File: config.mk
export PLATFORM = sky130hd
export DESIGN_NAME = lcd_mode_timing_controller
export DESIGN_NICKNAME = d
export VERILOG_FILES = /design/src/rtl/lcdt_pkg.sv /design/src/rtl/lcdt_step.sv /design/src/rtl/lcd_mode_timing_controller.sv
export SDC_FILE = /design/constraint.sdc
export NUM_CORES = 1
export LEC_CHECK = 0
export BUFFER_PORTS_ARGS = -buffer_cell sky130_fd_sc_hd__buf_2
export CAP_MARGIN = 5
export CORE_ASPECT_RATIO = 0.9
export CORE_UTILIZATION = 50
export DETAILED_ROUTE_END_ITERATION = 6
export PLACE_DENSITY_LB_ADDON = 0.15
export SETUP_SLACK_MARGIN = 0.2
export SYNTH_ARGS = -nofsm -noshare
export SYNTH_HDL_FRONTEND = slang
export SYNTH_SLANG_ARGS = --single-unit
File: constraint.sdc
create_clock -name clk -period 9.6 [get_ports clk]
set_input_delay 0.96 -clock clk [delete_from_list [all_inputs] [get_ports clk]]
set_output_delay 0.96 -clock clk [all_outputs]
set_load 0.05 [all_outputs]
File: src/rtl/lcdt_pkg.sv
// Shared constants and types for the LCD mode timing controller.
package lcdt_pkg;

  localparam logic [1:0] MODE_HBLANK = 2'd0;
  localparam logic [1:0] MODE_VBLANK = 2'd1;
  localparam logic [1:0] MODE_OAM    = 2'd2;
  localparam logic [1:0] MODE_XFER   = 2'd3;

  localparam logic [9:0] LEN_OAM    = 10'd80;
  localparam logic [9:0] LEN_XFER   = 10'd172;
  localparam logic [9:0] LEN_HBLANK = 10'd204;
  localparam logic [9:0] LEN_LINE   = LEN_OAM + LEN_XFER + LEN_HBLANK;

  localparam logic [7:0] VISIBLE_LINES = 8'd144;
  localparam logic [7:0] TOTAL_LINES   = 8'd154;

  localparam logic [1:0] REG_HBLANK_IRQ_EN = 2'd0;
  localparam logic [1:0] REG_MATCH_IRQ_EN  = 2'd1;
  localparam logic [1:0] REG_LINE_COMPARE  = 2'd2;

  typedef struct packed {
    logic [1:0] mode;
    logic [9:0] count;
    logic [7:0] line;
    logic       match;
  } timing_state_t;

  typedef struct packed {
    logic       hblank_irq_enable;
    logic       line_match_irq_enable;
    logic [7:0] line_compare;
  } timing_cfg_t;

  typedef struct packed {
    logic [1:0] mode;
    logic [7:0] line_number;
    logic       line_match;
    logic       stat_irq;
    logic       vblank_irq;
    logic       scanline_done;
    logic       frame_done;
  } timing_res_t;

endpackage

File: src/rtl/lcdt_step.sv
// Next-state and result logic for one cycle-count word.
module lcdt_step
  import lcdt_pkg::*;
(
  input  timing_state_t st,
  input  timing_cfg_t   cfg,
  input  logic [5:0]    cycles,
  output timing_state_t st_nxt,
  output timing_res_t   res
);

  logic [9:0] sum;
  logic [9:0] len;
  logic [7:0] line_inc;
  logic       eq;

  assign sum      = st.count + {4'd0, cycles};
  assign line_inc = st.line + 8'd1;
  assign eq       = (cfg.line_compare == st.line);

  always_comb begin
    case (st.mode)
      MODE_OAM:    len = LEN_OAM;
      MODE_XFER:   len = LEN_XFER;
      MODE_HBLANK: len = LEN_HBLANK;
      default:     len = LEN_LINE;
    endcase
  end

  always_comb begin
    st_nxt            = st;
    st_nxt.count      = sum;
    res.stat_irq      = 1'b0;
    res.vblank_irq    = 1'b0;
    res.scanline_done = 1'b0;
    res.frame_done    = 1'b0;
    if (sum >= len) begin
      st_nxt.count = sum - len;
      case (st.mode)
        MODE_OAM: begin
          st_nxt.mode = MODE_XFER;
        end
        MODE_XFER: begin
          res.stat_irq = cfg.hblank_irq_enable | (cfg.line_match_irq_enable & eq);
          st_nxt.match = eq;
          st_nxt.mode  = MODE_HBLANK;
        end
        MODE_HBLANK: begin
          res.scanline_done = 1'b1;
          st_nxt.line       = line_inc;
          if (line_inc == VISIBLE_LINES) begin
            res.vblank_irq = 1'b1;
            st_nxt.mode    = MODE_VBLANK;
          end else begin
            st_nxt.mode = MODE_OAM;
          end
        end
        default: begin
          // Vertical blank: one line each time the count reaches LEN_LINE (456), wrapping after the last one.
          st_nxt.line = line_inc;
          if (line_inc == TOTAL_LINES) begin
            res.frame_done = 1'b1;
            st_nxt.line    = 8'd0;
            st_nxt.mode    = MODE_OAM;
          end
        end
      endcase
    end
    res.mode        = st_nxt.mode;
    res.line_number = st_nxt.line;
    res.line_match  = st_nxt.match;
  end

endmodule

File: src/rtl/lcd_mode_timing_controller.sv
// Top level of the LCD mode timing controller: input register, step logic, result register.
//
//   channel  | direction | ports
//   ---------+-----------+------------------------------------------------------
//   in_      | input     | in_valid, in_stall, in_cycles
//   out_     | output    | out_valid, out_stall, out_mode .. out_frame_done
//   config   | APB       | psel, penable, pwrite, paddr, pwdata, prdata, pready
//
// Each word passes an input register and then a result register; one word is accepted
// per cycle while the result side does not stall.
// Reset (synchronous, rst_n low) sets OAM scan, line 0, count 0 and clears config.
// A stall on the result side holds both stages; in_stall rises only when the
// input register is full and cannot move forward.
module lcd_mode_timing_controller
  import lcdt_pkg::*;
(
  input  logic        clk,
  input  logic        rst_n,
  input  logic        in_valid,
  output logic        in_stall,
  input  logic [5:0]  in_cycles,
  output logic        out_valid,
  input  logic        out_stall,
  output logic [1:0]  out_mode,
  output logic [7:0]  out_line_number,
  output logic        out_line_match,
  output logic        out_stat_irq,
  output logic        out_vblank_irq,
  output logic        out_scanline_done,
  output logic        out_frame_done,
  input  logic        psel,
  input  logic        penable,
  input  logic        pwrite,
  input  logic [3:0]  paddr,
  input  logic [31:0] pwdata,
  output logic [31:0] prdata,
  output logic        pready
);

  timing_cfg_t   cfg_r;
  timing_state_t st_r;
  timing_state_t st_nxt;
  timing_res_t   res_nxt;
  timing_res_t   res_r;
  logic          in_valid_r;
  logic [5:0]    in_cycles_r;
  logic          out_valid_r;
  logic          out_load;
  logic          advance;
  logic          cfg_wr;

  assign pready = 1'b1;
  assign cfg_wr = psel & penable & pwrite & pready;

  always_ff @(posedge clk) begin
    if (!rst_n) begin
      cfg_r <= '0;
    end else if (cfg_wr) begin
      case (paddr[3:2])
        REG_HBLANK_IRQ_EN: cfg_r.hblank_irq_enable     <= pwdata[0];
        REG_MATCH_IRQ_EN:  cfg_r.line_match_irq_enable <= pwdata[0];
        REG_LINE_COMPARE:  cfg_r.line_compare          <= pwdata[7:0];
        default: ;
      endcase
    end
  end

  always_comb begin
    case (paddr[3:2])
      REG_HBLANK_IRQ_EN: prdata = {31'd0, cfg_r.hblank_irq_enable};
      REG_MATCH_IRQ_EN:  prdata = {31'd0, cfg_r.line_match_irq_enable};
      REG_LINE_COMPARE:  prdata = {24'd0, cfg_r.line_compare};
      default:           prdata = 32'd0;
    endcase
  end

  assign out_load = !out_valid_r || !out_stall;
  assign advance  = in_valid_r && out_load;
  assign in_stall = in_valid_r && !out_load;

  always_ff @(posedge clk) begin
    if (!rst_n) begin
      in_valid_r <= 1'b0;
    end else if (!in_stall) begin
      in_valid_r <= in_valid;
    end
  end

  always_ff @(posedge clk) begin
    if (!in_stall && in_valid) begin
      in_cycles_r <= in_cycles;
    end
  end

  lcdt_step u_step (
    .st     (st_r),
    .cfg    (cfg_r),
    .cycles (in_cycles_r),
    .st_nxt (st_nxt),
    .res    (res_nxt)
  );

  // Timing state moves only when a word leaves the input register.
  always_ff @(posedge clk) begin
    if (!rst_n) begin
      st_r.mode  <= MODE_OAM;
      st_r.count <= 10'd0;
      st_r.line  <= 8'd0;
      st_r.match <= 1'b0;
    end else if (advance) begin
      st_r <= st_nxt;
    end
  end

  always_ff @(posedge clk) begin
    if (!rst_n) begin
      out_valid_r <= 1'b0;
    end else if (out_load) begin
      out_valid_r <= in_valid_r;
    end
  end

  always_ff @(posedge clk) begin
    if (advance) begin
      res_r <= res_nxt;
    end
  end

  assign out_valid         = out_valid_r;
  assign out_mode          = res_r.mode;
  assign out_line_number   = res_r.line_number;
  assign out_line_match    = res_r.line_match;
  assign out_stat_irq      = res_r.stat_irq;
  assign out_vblank_irq    = res_r.vblank_irq;
  assign out_scanline_done = res_r.scanline_done;
  assign out_frame_done    = res_r.frame_done;

`ifndef NO_ASSERTIONS
  a_vblank_lines: assert property (@(posedge clk) disable iff (!rst_n)
    (st_r.mode == MODE_VBLANK) |-> (st_r.line >= VISIBLE_LINES && st_r.line < TOTAL_LINES))
    else $error("vertical blank outside its line range");

  a_visible_lines: assert property (@(posedge clk) disable iff (!rst_n)
    (st_r.mode != MODE_VBLANK) |-> (st_r.line < VISIBLE_LINES))
    else $error("visible mode on a blank line");

  a_vblank_irq_mode: assert property (@(posedge clk) disable iff (!rst_n)
    (out_valid_r && res_r.vblank_irq) |-> (res_r.mode == MODE_VBLANK
      && res_r.line_number == VISIBLE_LINES && res_r.scanline_done))
    else $error("vblank pulse without entry into vertical blank");

  a_frame_done_wrap: assert property (@(posedge clk) disable iff (!rst_n)
    (out_valid_r && res_r.frame_done) |-> (res_r.mode == MODE_OAM
      && res_r.line_number == 8'd0 && !res_r.stat_irq))
    else $error("frame end without wrap to line zero");
`endif

endmodule
==> flow_summary.yaml, run 1 <==
run_status:
  outcome: "finished, final reports clean"
sta:
  slew_headroom: 0.357
  worst_slew_pin_slew_ns: 0.939
  hold_viol: 0
  fmax_mhz: 220
  timing.setup.tns_ns: 0
  finalSetupViolCount: 0
  period_share: 0.473
  finalClockSkew_ns: 0.00873
  rsz0062_at_grt: "false"
  finalMaxSlewViolations: 0
  final.setup.worst_slack_ns: 5.06
  fin_crit_ns: 4.54
detailed_routing:
  avgViaCountPerCell: 5.56
  wl_um: 7660
  vias: 3036
  first_iter_violations: 166
  drc: 0
  drtPass1Iterations: 4
  wl_per_cell_um: 14.0
  postRouteAntennaNets: 0
finish:
  fin_nets: 521
  nFillCells: 660
  final_area_sq_um: 3990
  fin_util: 0.559
  drive_gt1_frac: 0.157
  diodes: 0
  area_delta_synth_final_pct: 6.79
grt:
  grt_pass1_wl_um: 12700
  first_global_vias: 2624
  grt_util_all_layers: 0.200
  grt-ovfl-total: 0
  grt_max_degree: 43
  antenna_found_initial: 0
run:
  maxCapViolCount: 0
clocking:
  cts_setup_buffers: 0
  cts-buffers-inserted: 5
  path_clk_slew_ns: 0.09
  clk_latency_ns: 0.31
  cts_tree: "yes"
  cts_resized: 0
  hold_buffers: 0
  cts_max_level: 2
  cts_buffer_depth: 2
  cts_sinks: 54
  root_buffer: "clkbuf_8"
place:
  place_ws_ns: 5.08
  postPlaceCellArea_sq_um: 3910
  io_buffers: 47
  place_congestion: 0.845
  dpl.hpwl_um: 5610
pwr:
  pwr-share-seq: 0.278
  ir_worst_vdd_mv: 0.126
  p_clk_frac: 0.125
  power.internal_mw: 0.527
  powerDensity_nw_per_um2: 250
  sw_frac_of_total: 0.473
  combinationalPowerShare: 0.597
  p_leak_nw: 1.58
  switchingPower_mw: 0.473
yosys:
  yosys.area.top_type: "dfxtp_1"
  ys_dominant_reg_cell: "dfxtp_1"
  synth_cells: 418
  synthesis.area_sq_um: 3740
  post-synth-top-count-cell: "nor2_1"
  synth_top_area_frac: 0.177
  synthDistinctLibCells: 67
  yosys_warnings: 0
  synth_edf_count: 21
  synth.yosys.seq_area_share: 0.345
  ys_top_cells_by_area: "dfxtp_1 18%, edfxtp_1 17%, ha_1 6.0%"
  async_reset_ff_frac: 0
  synth_seq_cells: 54
  synth.avg_cell_area_sq_um: 8.94
  synth.top_cells.by_count: "43 x nor2_1, 33 x dfxtp_1, 32 x nand2_1"
floorplan:
  coreArea_sq_um: 7150
  die_h_um: 84.0
  start_util: 0.523
  die_x_um: 93.2
  rows: 29
  dieArea_sq_um: 7830
  ioPinCount: 99
setup_path:
  end_kind: "flop"
  cp_max_fo: 17
  cp-start-kind: "flop"
  path_class: "flop to flop"
  critPathArrivalTime_ns: 4.76
  critPathRequiredTime_ns: 9.82
hold_path:
  min_path_type: "flop to flop"
[through the flow]
stage | total power [mW] | instances | hold WS (ns)
2_1_floorplan | 0.802 | 441 | 0.441
3_3_place_gp | 0.872 | 538 | 0.447
3_5_place_dp | 0.873 | 538 | 0.461
4_1_cts | 0.999 | 546 | 0.475
5_1_grt | 1.06 | 546 | 0.508
6_report | 1.00 | 546 | 0.472
[final cells by class]
type | instances | area, sq um | area share
clock buffer | 5 | 68.8 | 0.0172
clock inverter | 3 | 16.3 | 0.00407
inverter | 20 | 75.1 | 0.0188
multi-input combinational | 321 | 2170 | 0.543
sequential | 54 | 1290 | 0.323
tap | 93 | 116 | 0.0291
timing repair buffer | 50 | 258 | 0.0646
[power by group through the flow]
stage | Sequential, mW | Combinational [mW] | Clock, mW
after floorplan | 0.299 | 0.503 | 0
after global placement | 0.282 | 0.590 | 0
after detailed placement | 0.283 | 0.590 | 0
after CTS | 0.278 | 0.593 | 0.128
after global routing | 0.282 | 0.646 | 0.136
final | 0.278 | 0.597 | 0.125
[critical path, cell delays in order (launching register included)]
cell,delay (ns)
dfxtp_1,0.35
ha_1,0.22
inv_1,0.08
fa_1,0.41
nor2b_1,0.13
o21ai_0,0.11
a21boi_0,0.25
o21ai_0,0.20
a21oi_1,0.24
xnor2_1,0.17
inv_1,0.07
ha_1,0.39
nand3_1,0.15
nor3_1,0.10
a221oi_4,0.30
and3_1,0.65
mux2_2,0.41
a211oi_1,0.24
[kinds of logic after synthesis]
logic type,count (synthesis),share of synthesized area
other cells,2,0.00201
xor+xnor,22,0.0552
simple gates,140,0.184
flops,54,0.345
compound gates,98,0.200
mux,16,0.0438
fa+ha+maj,20,0.0710
buf+inv,66,0.0981
[flip-flops by register name (all words and copies together), names as in the netlist]
| name | flops |
|---|---|
| cfg_r | 10 |
| in_cycles_r | 6 |
| in_valid_r | 1 |
| out_frame_done | 1 |
| out_line_match | 1 |
| out_line_number | 8 |
| out_mode | 2 |
| out_scanline_done | 1 |
| out_stat_irq | 1 |
| out_valid | 1 |
| out_vblank_irq | 1 |
| st_r | 21 |
[worst paths after layout]
path / start / endpoint / slack (ns) / cells after the start
hold / removal: st_r[9]$_SDFFE_PN0P_ / st_r[9]$_SDFFE_PN0P_ / 0.47 / 2
setup reg to reg: st_r[9]$_SDFFE_PN0P_ / st_r[12]$_SDFFE_PN0P_ / 5.06 / 17
setup / recovery: st_r[9]$_SDFFE_PN0P_ / st_r[12]$_SDFFE_PN0P_ / 5.06 / 17
hold reg to reg: st_r[9]$_SDFFE_PN0P_ / st_r[9]$_SDFFE_PN0P_ / 0.47 / 2
[cells in the final DEF, fill, tap and decap left out, drive strengths merged, types with 3 or more instances in the layout]
| cell | instances |
|---|---|
| a211oi | 5 |
| a21boi | 3 |
| a21o | 4 |
| a21oi | 21 |
| a221oi | 5 |
| a22o | 3 |
| a31oi | 8 |
| and2 | 11 |
| and3 | 3 |
| buf | 50 |
| clkbuf | 5 |
| clkinv | 3 |
| conb | 25 |
| dfxtp | 33 |
| edfxtp | 21 |
| ha | 18 |
| inv | 19 |
| mux2 | 3 |
| mux2i | 13 |
| nand2 | 33 |
| nand2b | 4 |
| nand3 | 12 |
| nand4 | 4 |
| nor2 | 43 |
| nor2b | 8 |
| nor3 | 8 |
| o211ai | 6 |
| o21a | 3 |
| o21ai | 11 |
| o22ai | 3 |
| o2bb2ai | 5 |
| o31ai | 5 |
| o32ai | 5 |
| xnor2 | 15 |
| xor2 | 6 |
[metal layers]
layer | vias to the layer above | part of all wire | GRT usage
met4 | 0 | 0.011 | 0.0503
met2 | 113 | 0.44 | 0.308
met5 | - | 0 | 0
met3 | 9 | 0.050 | 0.0182
met1 | 1392 | 0.50 | 0.299
li1 | 1522 | - | -
No activity file was read; power rests on OpenSTA's default activity.
==> run 2, diff against run 1 <==
CORE_UTILIZATION = 48   (was 50)
clock period = 3.9 ns   (was 9.6 ns; I/O delays follow)
==> run 2 against run 1 <==
Maximum frequency is 28% higher. Combinational power grew to 3.2 times the previous value. Routed wire length is 7.5% higher. Worst hold slack worse by 0.22 ns. Clock power grew to 3.0 times the previous value. Cell count is 4.2% higher. Clock skew is 0.0022 ns lower. Sequential share of layout area is 2.1 points lower. Core utilization is 0.88 points higher. Via count is 3.0% higher. Cell area is 7.2% higher. Clock-buffer cell count stayed put.
==> flow_summary.yaml, run 2 (same netlist as run 1, synthesis figures left out) <==
run_status:
  outcome: "finished, final reports clean"
detailed_routing:
  wl_um: 8230
  first_iter_violations: 190
  drc: 0
  wl_per_cell_um: 14.5
  vias: 3127
  drtPass1Iterations: 4
  avgViaCountPerCell: 5.50
  postRouteAntennaNets: 0
clocking:
  clk_latency_ns: 0.31
  path_clk_slew_ns: 0.09
  cts_sinks: 54
  cts_buffer_depth: 2
  root_buffer: "clkbuf_8"
  cts_tree: "yes"
  cts_max_level: 2
  cts-buffers-inserted: 5
grt:
  antenna_found_initial: 0
  first_global_vias: 2782
  grt_util_all_layers: 0.209
  grt_max_degree: 31
  grt_pass1_wl_um: 13400
  grt-ovfl-total: 0
finish:
  largest_reg_flops: 21
  area_delta_synth_final_pct: 14.5
  layout_common_cells: "47 x buf_2, 43 x nor2_1, 32 x dfxtp_1"
  final_area_sq_um: 4280
  drive_gt1_frac: 0.239
  diodes: 0
  final_common_cell: "buf_2"
  largest_register: "st_r"
  nFillCells: 694
  fin_nets: 541
sta:
  finalMaxSlewViolations: 0
  finalClockSkew_ns: 0.00658
  fmax_mhz: 282
  hold_viol: 0
  period_share: 0.909
  worst_slew_pin_slew_ns: 0.936
  slew_headroom: 0.360
  fin_crit_ns: 3.55
  final.setup.worst_slack_ns: 0.354
  finalSetupViolCount: 0
  timing.setup.tns_ns: 0
  rsz0062_at_grt: "true"
setup_path:
  r2r_cells: 17
  r2r_slack_ns: 0.35
  cp_top_family: "compound AO/OA/AOI/OAI gates"
  crit_cells: 17
  end_kind: "flop"
  cp_max_fo: 7
  reg2reg_to: "out_line_match$_DFFE_PP_"
  critPathRequiredTime_ns: 3.96
  path_class: "flop to flop"
  cp_common_cell: "inv_1"
  path_cells: "ha_2 -> inv_1 -> fa_2 -> nor2b_2 -> o21ai_1 -> a21boi_2 -> o21ai_2 -> a21oi_2 -> xnor2_1 -> inv_1 -> ha_4 -> buf_4 -> a221oi_4 -> nand3_1 -> buf_6 -> nand2_2 -> mux2_2"
  cp-start-kind: "flop"
  reg2reg_from: "in_cycles_r[0]$_DFFE_PP_"
  crit_slowest_cell: "fa_2"
  critPathArrivalTime_ns: 3.61
  worstPathBufferInverterCount: 4
  setup.worst_path.start: "in_cycles_r[0]$_DFFE_PP_"
  cp_slowest_stage_delay_ns: 0.35
  cp-endpoint: "out_line_match$_DFFE_PP_"
pwr:
  ir_worst_vdd_mv: 0.322
  p_leak_nw: 1.72
  powerDensity_nw_per_um2: 693
  power.total_mw: 2.97
floorplan:
  die_x_um: 95.0
  ioPinCount: 99
  start_util: 0.496
  rows: 30
  coreArea_sq_um: 7540
  dieArea_sq_um: 8150
  die_h_um: 85.7
run:
  maxCapViolCount: 0
place:
  place_congestion: 0.825
  place_ws_ns: -0.0673
  dpl.hpwl_um: 6100
  postPlaceCellArea_sq_um: 4040
  io_buffers: 47
hold_path:
  min_path_type: "primary input to flop"
[run 2: changes by cell type in the layout (fill, tap and decap cells not counted), sizes merged]
cell      previous run  this run
buf                 50        70
bufinv               0         1
clkinvlp             1         0
[run 2: area by class of cell]
cell class | count | area (sq um) | area share
repair buffers | 70 | 423 | 0.0988
flip-flops and latches | 54 | 1290 | 0.302
multi-input cells | 321 | 2260 | 0.528
well taps | 96 | 120 | 0.0281
clock buffers | 5 | 68.8 | 0.0161
inverters | 20 | 75.1 | 0.0175
clock inverters | 3 | 40.0 | 0.00935
[run 2: per-layer routing]
layer,wire (um),global-route usage,share of wire,vias up
met1,4000,0.303,0.49,1444
met5,0,0,0,-
met4,80,0.0565,0.0097,0
met2,3720,0.326,0.45,112
met3,437,0.0293,0.053,7
li1,-,-,-,1564
[run 2: power by group]
part	switching, mW	internal (mW)
logic	1.07	0.842
registers	0.0406	0.646
clock network	0.180	0.189
[run 2: worst min path at each step]
| stage | startpoint | to | slack [ns] | cells after the start |
|---|---|---|---|---|
| 5_1_grt | in_cycles[2] | in_cycles_r[2]$_DFFE_PP_ | 0.24 | 1 |
| 2_1_floorplan | st_r[9]$_SDFFE_PN0P_ | st_r[9]$_SDFFE_PN0P_ | 0.44 | 2 |
| 6_report | in_cycles[1] | in_cycles_r[1]$_DFFE_PP_ | 0.25 | 1 |
| 3_3_place_gp | st_r[9]$_SDFFE_PN0P_ | st_r[9]$_SDFFE_PN0P_ | 0.45 | 2 |
| 3_5_place_dp | st_r[9]$_SDFFE_PN0P_ | st_r[9]$_SDFFE_PN0P_ | 0.46 | 2 |
| 4_1_cts | in_cycles[1] | in_cycles_r[1]$_DFFE_PP_ | 0.24 | 1 |
[run 2: metrics by stage]
step / hold slack (ns) / instances / util
floorplan: 0.441 / 441 / -
global placement: 0.447 / 558 / 0.536
global route: 0.235 / 569 / 0.567
detailed placement: 0.464 / 558 / 0.536
CTS: 0.242 / 566 / 0.552
finish: 0.253 / 569 / 0.567
[run 2: repair_timing]
action / in CTS / in global routing
setup endpoints to repair: 31 / 33
setup buffers: 0 / 3
resized for setup: 7 / 22
hold buffers: 0 / 0
pin swaps: 4 / 8
==> run 3, diff against run 2 <==
CELL_PAD_IN_SITES_DETAIL_PLACEMENT = 1   (was unset)
CELL_PAD_IN_SITES_GLOBAL_PLACEMENT = 2   (was unset)
CORE_UTILIZATION = 29   (was 48)
SYNTH_HIERARCHICAL = 1   (was unset)
==> run 3 against run 2 <==
Combinational power up 48%. Die area grew 64%. Setup slack lost 0.27 ns. Cell count increased by 7.7%. Global-route usage fell by 6.2 points. Register-to-register slack worse by 0.27 ns. Largest power group unchanged.
==> flow_summary.yaml, run 3 <==
grt:
  grt_util_all_layers: 0.148
  grt_max_degree: 42
  grt.met1_usage: 0.199
  grt-ovfl-total: 0
  grt_pass1_wl_um: 15100
  grt_use_met3: 0.0280
  grtUsageMet2: 0.237
  antenna_found_initial: 0
  first_global_vias: 2931
  top_usage_layer: "met2"
yosys:
  yosys_warnings: 6
  synth_edf_count: 21
  synthDistinctLibCells: 62
  synthXorXnorAreaFrac: 0.0516
  synth_cells: 399
  synthSimpleGateAreaFrac: 0.174
  ys_top_cells_by_area: "dfxtp_1 18%, edfxtp_1 17%, buf_4 7.6%"
  async_reset_ff_frac: 0
  synth.avg_cell_area_sq_um: 9.35
  synth_top_area_frac: 0.177
  synth.yosys.seq_area_share: 0.346
  ys_dominant_reg_cell: "dfxtp_1"
  synth_compound_area_frac: 0.177
  synth_mux_area_frac: 0.0476
  synth_top_family_by_area: "compound AO/OA/AOI/OAI gates"
  post-synth-top-count-cell: "nand2_1"
  synth.top_cells.by_count: "63 x nand2_1, 38 x buf_4, 33 x dfxtp_1"
  synthAdderAreaFrac: 0.0832
  synth_seq_cells: 54
  synthesis.area_sq_um: 3730
  yosys.area.top_type: "dfxtp_1"
clocking:
  clk_latency_ns: 0.30
  hold_buffers: 0
  cts_max_level: 2
  cts-buffers-inserted: 5
  cts_sinks: 54
  cts_tree: "yes"
  path_clk_slew_ns: 0.07
  cts_buffer_depth: 2
  root_buffer: "clkbuf_16"
pwr:
  powerDensity_nw_per_um2: 896
  p_leak_nw: 1.86
  ir_worst_vdd_mv: 0.453
  power.total_mw: 4.03
sta:
  holdWs_ns: 0.258
  fin_crit_ns: 3.82
  hold_viol: 0
  period_share: 0.979
  rsz0062_at_grt: "true"
  worst_slew_pin_slew_ns: 0.831
  finalClockSkew_ns: 0.00648
  fmax_mhz: 262
  finalMaxSlewViolations: 0
  slew_headroom: 0.443
  finalSetupViolCount: 0
floorplan:
  die_h_um: 110
  die_x_um: 122
  coreArea_sq_um: 12300
  dieArea_sq_um: 13300
  start_util: 0.303
  rows: 38
  ioPinCount: 99
finish:
  area_delta_synth_final_pct: 20.5
  drive_gt1_frac: 0.351
  layout_common_cells: "58 x nand2_1, 47 x buf_2, 32 x dfxtp_1"
  fin_nets: 523
  largest_reg_flops: 21
  fin_util: 0.365
  final_common_cell: "nand2_1"
  nFillCells: 1434
  largest_register: "st_r"
  final_cells: 613
  diodes: 0
detailed_routing:
  wl_per_cell_um: 15.0
  avgViaCountPerCell: 4.74
  first_iter_violations: 64
  wl_um: 9200
  drc: 0
  drtPass1Iterations: 4
  vias: 2905
  postRouteAntennaNets: 0
setup_path:
  end_kind: "flop"
  path_class: "flop to flop"
  cp_max_fo: 6
  critPathArrivalTime_ns: 3.87
  cp-start-kind: "flop"
  critPathRequiredTime_ns: 3.95
place:
  io_buffers: 47
  dpl.hpwl_um: 6620
  place_inst: 591
  place_congestion: 0.763
run_status:
  outcome: "finished, final reports clean"
hold_path:
  min_path_type: "primary input to flop"
run:
  maxCapViolCount: 0
run 3: power by group:
group	internal [mW]	switching (mW)	total (mW)
logic	1.43	1.40	2.83
clock network	0.278	0.211	0.489
registers	0.664	0.0484	0.713
run 3: metal layers:
metal	part of all wire	vias to the layer above	routed length, um
li1	-	1426	-
met1	0.50	1411	4630
met2	0.45	60	4140
met3	0.034	8	310
met4	0.013	0	123
met5	0	-	0
run 3: cell type report:
| class | count | area, sq um | share of cell area |
|---|---|---|---|
| multi-input cells | 298 | 2290 | 0.509 |
| clock inverters | 1 | 6.26 | 0.00139 |
| inverters | 19 | 73.8 | 0.0164 |
| clock buffers | 7 | 154 | 0.0342 |
| well taps | 160 | 200 | 0.0445 |
| repair buffers | 74 | 480 | 0.107 |
| flip-flops and latches | 54 | 1290 | 0.287 |
run 3: logic make-up after synthesis:
logic type                 count (synthesis)
AOI/OAI and AO/OA                         76
DFF                                       54
and+or+nand+nor                          134
other                                      2
buffers and inverters                     70
adders and majority gates                 24
muxes                                     17
xor gates and xnor gates                  22
run 3: worst paths after layout:
path | start | endpoint | slack (ns) | cells past startpoint
min reg2reg | st_r[14]$_SDFFE_PN0P_ | st_r[14]$_SDFFE_PN0P_ | 0.47 | 2
max | in_cycles_r[0]$_DFFE_PP_ | out_line_match$_DFFE_PP_ | 0.08 | 17
min | in_cycles[5] | in_cycles_r[5]$_DFFE_PP_ | 0.26 | 1
max reg2reg | in_cycles_r[0]$_DFFE_PP_ | out_line_match$_DFFE_PP_ | 0.08 | 17
run 3: what timing repair did:
action                     in CTS  in global routing
setup endpoints to repair      33                 34
pin swaps                      10                 15
gates resized for setup        41                 20
buffers inserted                7                  7
run 3: worst max-delay path, stage by stage, from the launching register on:
cell       delay [ns]
edfxtp_1         0.37
ha_4             0.15
inv_2            0.04
fa_2             0.34
nor2b_2          0.13
o21ai_2          0.07
a21boi_2         0.18
o21ai_2          0.08
a21oi_2          0.18
xor2_2           0.19
ha_1             0.31
nand4_1          0.17
a221oi_2         0.05
a311o_1          0.39
a2111oi_4        0.25
buf_6            0.18
nand2b_4         0.15
mux2_4           0.32
run 3: metrics by stage:
stage | setup TNS [ns] | cell area (sq um) | setup slack, ns
after CTS | -0.268 | 4330 | -0.0405
after global routing | -2.21 | 4500 | -0.125
final | 0 | 4500 | 0.0804
after detailed placement | -1.80 | 3990 | -0.129
after floorplan | 0 | 3830 | 0.200
after global placement | -0.830 | 3990 | -0.101
